### src/rtl/pcba_pkg.sv
// ----------------------------------------------------------------------------
// pcba_pkg
// shared types, constants and codes of the paged cache block allocator
// ----------------------------------------------------------------------------
package pcba_pkg;

  localparam int POOL_BLOCKS        = 1024;
  localparam int MAX_SEQS           = 64;
  localparam int MAX_BLOCKS_PER_SEQ = 32;

  localparam int BLK_W  = $clog2(POOL_BLOCKS);
  localparam int FREE_W = $clog2(POOL_BLOCKS + 1);
  localparam int SEQ_W  = 6;
  localparam int SID_W  = (MAX_SEQS > 1) ? $clog2(MAX_SEQS) : 1;
  localparam int BI_W   = (MAX_BLOCKS_PER_SEQ > 1) ? $clog2(MAX_BLOCKS_PER_SEQ) : 1;
  localparam int CNT_W  = 6;
  localparam int TBL_W  = $clog2(MAX_SEQS * MAX_BLOCKS_PER_SEQ);

  typedef enum logic [2:0] {
    CMD_ALLOC     = 3'd0,
    CMD_APP_TOK   = 3'd1,
    CMD_APP_BLK   = 3'd2,
    CMD_RELEASE   = 3'd3,
    CMD_CAN_ALLOC = 3'd4,
    CMD_TRANSLATE = 3'd5,
    CMD_QUERY     = 3'd6,
    CMD_BAD       = 3'd7
  } cmd_t;

  typedef enum logic [2:0] {
    ST_OK      = 3'd0,
    ST_EXISTS  = 3'd1,
    ST_MISSING = 3'd2,
    ST_FEW     = 3'd3,
    ST_BADARG  = 3'd4,
    ST_FULL    = 3'd5,
    ST_BEYOND  = 3'd6
  } status_t;

  localparam logic REG_BLOCK_SIZE = 1'b0;
  localparam logic REG_RESERVED   = 1'b1;

  typedef enum logic [3:0] {
    S_INIT,
    S_IDLE,
    S_DIV,
    S_DECIDE,
    S_ADD,
    S_ADD_WR,
    S_REL_RD,
    S_REL_WR,
    S_TR_RD,
    S_TR_MUL,
    S_OUT
  } state_t;

  // divider request and answer
  typedef struct packed {
    logic        start;
    logic [16:0] dividend;
    logic [8:0]  divisor;
  } div_req_t;

  typedef struct packed {
    logic        done;
    logic [16:0] quot;
    logic [8:0]  rem;
  } div_rsp_t;

endpackage

### src/rtl/pcba_div.sv
// ----------------------------------------------------------------------------
// pcba_div
// restoring divider, one quotient bit per cycle, 17-bit by 9-bit
// ----------------------------------------------------------------------------
module pcba_div import pcba_pkg::*; (
  input  logic     clk,
  input  logic     rst,
  input  div_req_t req,
  output div_rsp_t rsp
);

  logic [16:0] quot;
  logic [9:0]  rem;
  logic [8:0]  dsr;
  logic [4:0]  bits;
  logic        busy;
  logic        done;
  logic [9:0]  trial;

  always_comb begin
    trial = {rem[8:0], quot[16]} - {1'b0, dsr};
  end

  always_ff @(posedge clk) begin
    if (rst) begin
      busy <= 1'b0;
      done <= 1'b0;
    end else begin
      done <= 1'b0;
      if (req.start) begin
        busy <= 1'b1;
        quot <= req.dividend;
        rem  <= '0;
        dsr  <= req.divisor;
        bits <= 5'd17;
      end else if (busy) begin
        if ({rem[8:0], quot[16]} >= {1'b0, dsr}) begin
          rem  <= trial;
          quot <= {quot[15:0], 1'b1};
        end else begin
          rem  <= {rem[8:0], quot[16]};
          quot <= {quot[15:0], 1'b0};
        end
        bits <= bits - 5'd1;
        if (bits == 5'd1) begin
          busy <= 1'b0;
          done <= 1'b1;
        end
      end
    end
  end

  assign rsp.done = done;
  assign rsp.quot = quot;
  assign rsp.rem  = rem[8:0];

endmodule

### config.mk
export PLATFORM = sky130hd
export DESIGN_NAME = pcba_div
export DESIGN_NICKNAME = d
export VERILOG_FILES = /design/src/rtl/pcba_pkg.sv /design/src/rtl/pcba_div.sv
export SDC_FILE = /design/constraint.sdc
export NUM_CORES = 1
export LEC_CHECK = 0
export BUFFER_PORTS_ARGS = -buffer_cell sky130_fd_sc_hd__buf_2
export CELL_PAD_IN_SITES_DETAIL_PLACEMENT = 2
export CELL_PAD_IN_SITES_GLOBAL_PLACEMENT = 2
export CORE_AREA = 2 2 87 89
export DETAILED_ROUTE_END_ITERATION = 7
export DIE_AREA = 0 0 89 91
export MAX_ROUTING_LAYER = met4
export PLACE_DENSITY = 0.8
export SLEW_MARGIN = 20
export SYNTH_ARGS = -nofsm -noshare
export SYNTH_HDL_FRONTEND = slang
export SYNTH_SLANG_ARGS = --single-unit
### constraint.sdc
create_clock -name clk -period 2.55 [get_ports clk]
set_clock_uncertainty 0.05 [all_clocks]
set_input_delay 0.3825 -clock clk [delete_from_list [all_inputs] [get_ports clk]]
set_output_delay 0.3825 -clock clk [all_outputs]
set_load 0.005 [all_outputs]
==> summary.md <==
| Metric | Value |
|---|---|
| I/O Pins | `56` |
| CP endpoint kind | `register` |
| CTS buffer count | `5` |
| Most frequent cells in the layout | `buf_2 (56), edfxtp_1 (40), buf_4 (19)` |
| Minimum hold slack | `~0.21 ns` |
| Commonest non-fill, non-tap cell in the layout | `buf_2` |
| Seq cells post-synth | `42` |
| Switching share of power | `approximately 30%` |
| H-Tree Depth | `2` |
| Global-route wire length before repair | `10,200 µm` |
| Area growth syn-to-layout | `31.3%` |
| IO Port Bufs | `55` |
| Post-placement setup slack | `-0.125 ns` |
| Max Cap Violations | `0` |
| CTS tree | `built` |
| Sequential power share | `between 40% and 50%` |
| P_sw | `approximately 520 µW` |
| Clock root buffer | `clkbuf_8` |
| Synth Instances | `between 150 and 200` |
| Top cell family by delay on the critical path | `compound AO/OA/AOI/OAI gates` |
| Crit path largest cell delay | `around 0.42 ns` |
| Die width | `around 89 µm` |
| Total gr overflow | `0` |
| Reg-to-reg endpoint | `rem[8]` |
| Post-Syn Area | `2150 µm²` |
| Vias in the first global route | `1,876` |
| Drt pass-1 iters | `4` |
| Unrepaired setup endpoints after global routing | `yes` |
| Min Tclk post-route | `around 2.5 ns` |
| Ys Warns | `0` |
| Chip height | `91 µm` |
| Avg Inst Size Synth | `13.0 µm²` |
| Crit start category | `register` |
| ANT cells | `0` |
| Final ANT Viol Nets | `0` |
| CP max-delay cell | `edfxtp_1` |
| Worst-path clk slew | `0.08 ns` |
| Layout cell share with drive strength beyond 1 | `between 40% and 50%` |
| Cell mode on critical path | `inv_2` |
| Initial antenna violation count | `0` |
| Maximum VDD drop | `approximately 0.34 mV` |
| Clock network power share | `between 20% and 30%` |
| Post-synth net total | `207` |
| CP cell instances | `inv_2, ha_4, inv_2, fa_2, a21o_1, a221oi_4, nor2_2, or4_1, o2111a_1` |
| Outcome | `finished, final reports clean` |
| Hpwl dp | `~4700 µm` |
| WP depth | `9` |
| Initial drt markers | `between 60 and 70` |
| Hold Crit Class | `in -> reg` |
| Critical path launch point | `quot[16]` |
| Fillers | `774` |
| # clock sinks | `42` |
| Hold Fails Final Rpt | `0` |
| Worst R2R Path Depth | `9` |
| Post-synthesis sequential area ratio | `57.6%` |
| Max-Slew Margin vs Limit | `about two thirds` |
| Tot GR Track Use | `~17%` |
| Fmax | `between 300 and 400 MHz` |
| Slew @ Worst Pin | `between 0.4 and 0.5 ns` |
| Starting Density | `about 30%` |
| Setup slack, reg-to-reg | `~0.0085 ns` |
| Skew-Pair Late Insertion Delay | `slightly below 0.3 ns` |
| Critical path required time | `2.55 ns` |
| Nets | `between 200 and 300` |
| Drt drc | `0` |
| Via Count | `1,652` |
| Worst r2r src | `quot[16]` |
| DR WL/cell | `18.8 µm` |
| Pins Over Slew Limit | `0` |
| WL final | `around 6500 µm` |
| Row cnt | `31` |
| PD cells | `slightly above 600 nW/µm²` |
| Critical path buffers and inverters | `2` |
| Int Power | `about 1200 µW` |
| Critical setup path kind | `reg -> reg` |
| CTS max path bufs | `2` |
| Worst-path fanout max | `3` |
| Synth unique cells | `40` |
| Via-to-Cell Ratio | `between 4 and 5` |
| GP Congestion | `0.739` |
| Crit path to | `rem[8]` |
| Setup Viol. Count Final | `0` |
| Leak | `~0.0012 µW` |
| Core area | `between 7000 and 8000 µm²` |
| Ratio of final minimum period to clock period | `between 90% and 100%` |
| Sum of negative setup slack | `0 ns` |
| Final Worst Setup Slack | `approximately 0.0085 ns` |
| Critical path data arrival time | `approximately 2.6 ns` |
| Comb power frac | `a little over a quarter` |
| Pin count of the biggest net entering global routing | `25` |
| Die area | `8100 µm²` |
| Worst hold stages | `1` |
==> synthesized netlist by cell type <==
library cell | instances | share of area (%)
o211a_1 | 1 | 0.46
nand3_1 | 3 | 0.70
a31oi_1 | 1 | 0.29
o21ai_0 | 6 | 1.4
a22oi_1 | 1 | 0.35
and3_1 | 3 | 0.87
o21a_1 | 1 | 0.35
or3_1 | 1 | 0.29
buf_1 | 1 | 0.17
nor2b_1 | 1 | 0.29
or3_2 | 1 | 0.35
inv_1 | 16 | 2.8
a21oi_1 | 5 | 1.2
nand2b_1 | 1 | 0.29
edfxtp_1 | 40 | 56
xnor2_1 | 5 | 2.0
mux2_2 | 17 | 8.9
and3_2 | 1 | 0.35
fa_1 | 1 | 0.93
or2_0 | 2 | 0.58
ha_1 | 11 | 6.4
a2111oi_0 | 1 | 0.41
dfxtp_1 | 2 | 1.9
a211oi_1 | 4 | 1.4
buf_6 | 2 | 1.0
nor2_1 | 15 | 2.6
nand2_1 | 4 | 0.70
a21o_1 | 3 | 1.0
o31a_1 | 1 | 0.41
nor4b_1 | 1 | 0.41
nand4_1 | 1 | 0.29
o2111ai_1 | 2 | 0.81
or2_2 | 2 | 0.58
nor3_1 | 1 | 0.23
o2111a_1 | 1 | 0.52
buf_4 | 1 | 0.35
or4_1 | 1 | 0.35
mux2i_1 | 3 | 1.4
clkbuf_1 | 1 | 0.17
a221oi_2 | 1 | 0.70
==> power by group through the flow <==
stage | logic, µW | clock network, µW | registers [µW]
after floorplan | 241 | 0 | 868
after global placement | 384 | 0 | 868
after detailed placement | 412 | 0 | 872
after CTS | 446 | 436 | 857
after global routing | 526 | 456 | 865
final | 482 | 424 | 858
==> metrics by stage <==
step	area (µm²)	power (µW)	std cells	util, %
after global placement	2630	1250	330	36.9
after CTS	2780	1740	341	38.9
after floorplan	2150	1110	166	-
after detailed placement	2630	1280	330	36.9
final	2830	1760	344	39.6
after global routing	2830	1850	344	39.6
==> kinds of logic after synthesis <==
family	after synthesis	synth area share, %
AO/OA/AOI/OAI	28	9.30
adder cells (fa/ha/maj)	12	7.32
XOR/XNOR	5	2.03
buffers and inverters	21	4.53
AND/OR/NAND/NOR	38	8.89
flip-flops	42	57.6
multiplexers	20	10.3
==> how the worst min path moves through the flow <==
stage,startpoint,to
final,req[6],dsr[6]
after CTS,req[6],dsr[6]
after global placement,busy,done
after floorplan,busy,done
after detailed placement,busy,done
after global routing,req[6],dsr[6]
==> flip-flops by register name (all words and copies together), names as in the netlist <==
register and count:
dsr 9, done 1, busy 1, quot 17
bits 5, rem 9
==> area by class of cell <==
| type | instances | area (µm²) | area share [%] |
|---|---|---|---|
| sequential | 42 | 1240 | 43.9 |
| multi-input combinational | 103 | 887 | 31.4 |
| timing repair buffer | 76 | 434 | 15.4 |
| tap | 99 | 124 | 4.38 |
| clock buffer | 6 | 72.6 | 2.57 |
| inverter | 16 | 60.1 | 2.12 |
| clock inverter | 2 | 8.76 | 0.310 |
==> layer usage <==
metal	track usage [%]	vias up	wire (µm)	share of wire, %
met4	3.23	0	51	0.79
met5	-	-	0	0
met2	29.3	41	3410	53
met3	3.27	6	224	3.5
met1	20.9	835	2790	43
li1	-	770	-	-
==> repair_timing <==
item / CTS / global route
hold buffers: 0 / 0
buffers inserted: 3 / 2
resized for setup: 10 / 6
setup endpoints to repair: 9 / 9
gates cloned: 0 / 1
pin swaps: 3 / 5
No activity file was read; power rests on OpenSTA's default activity.
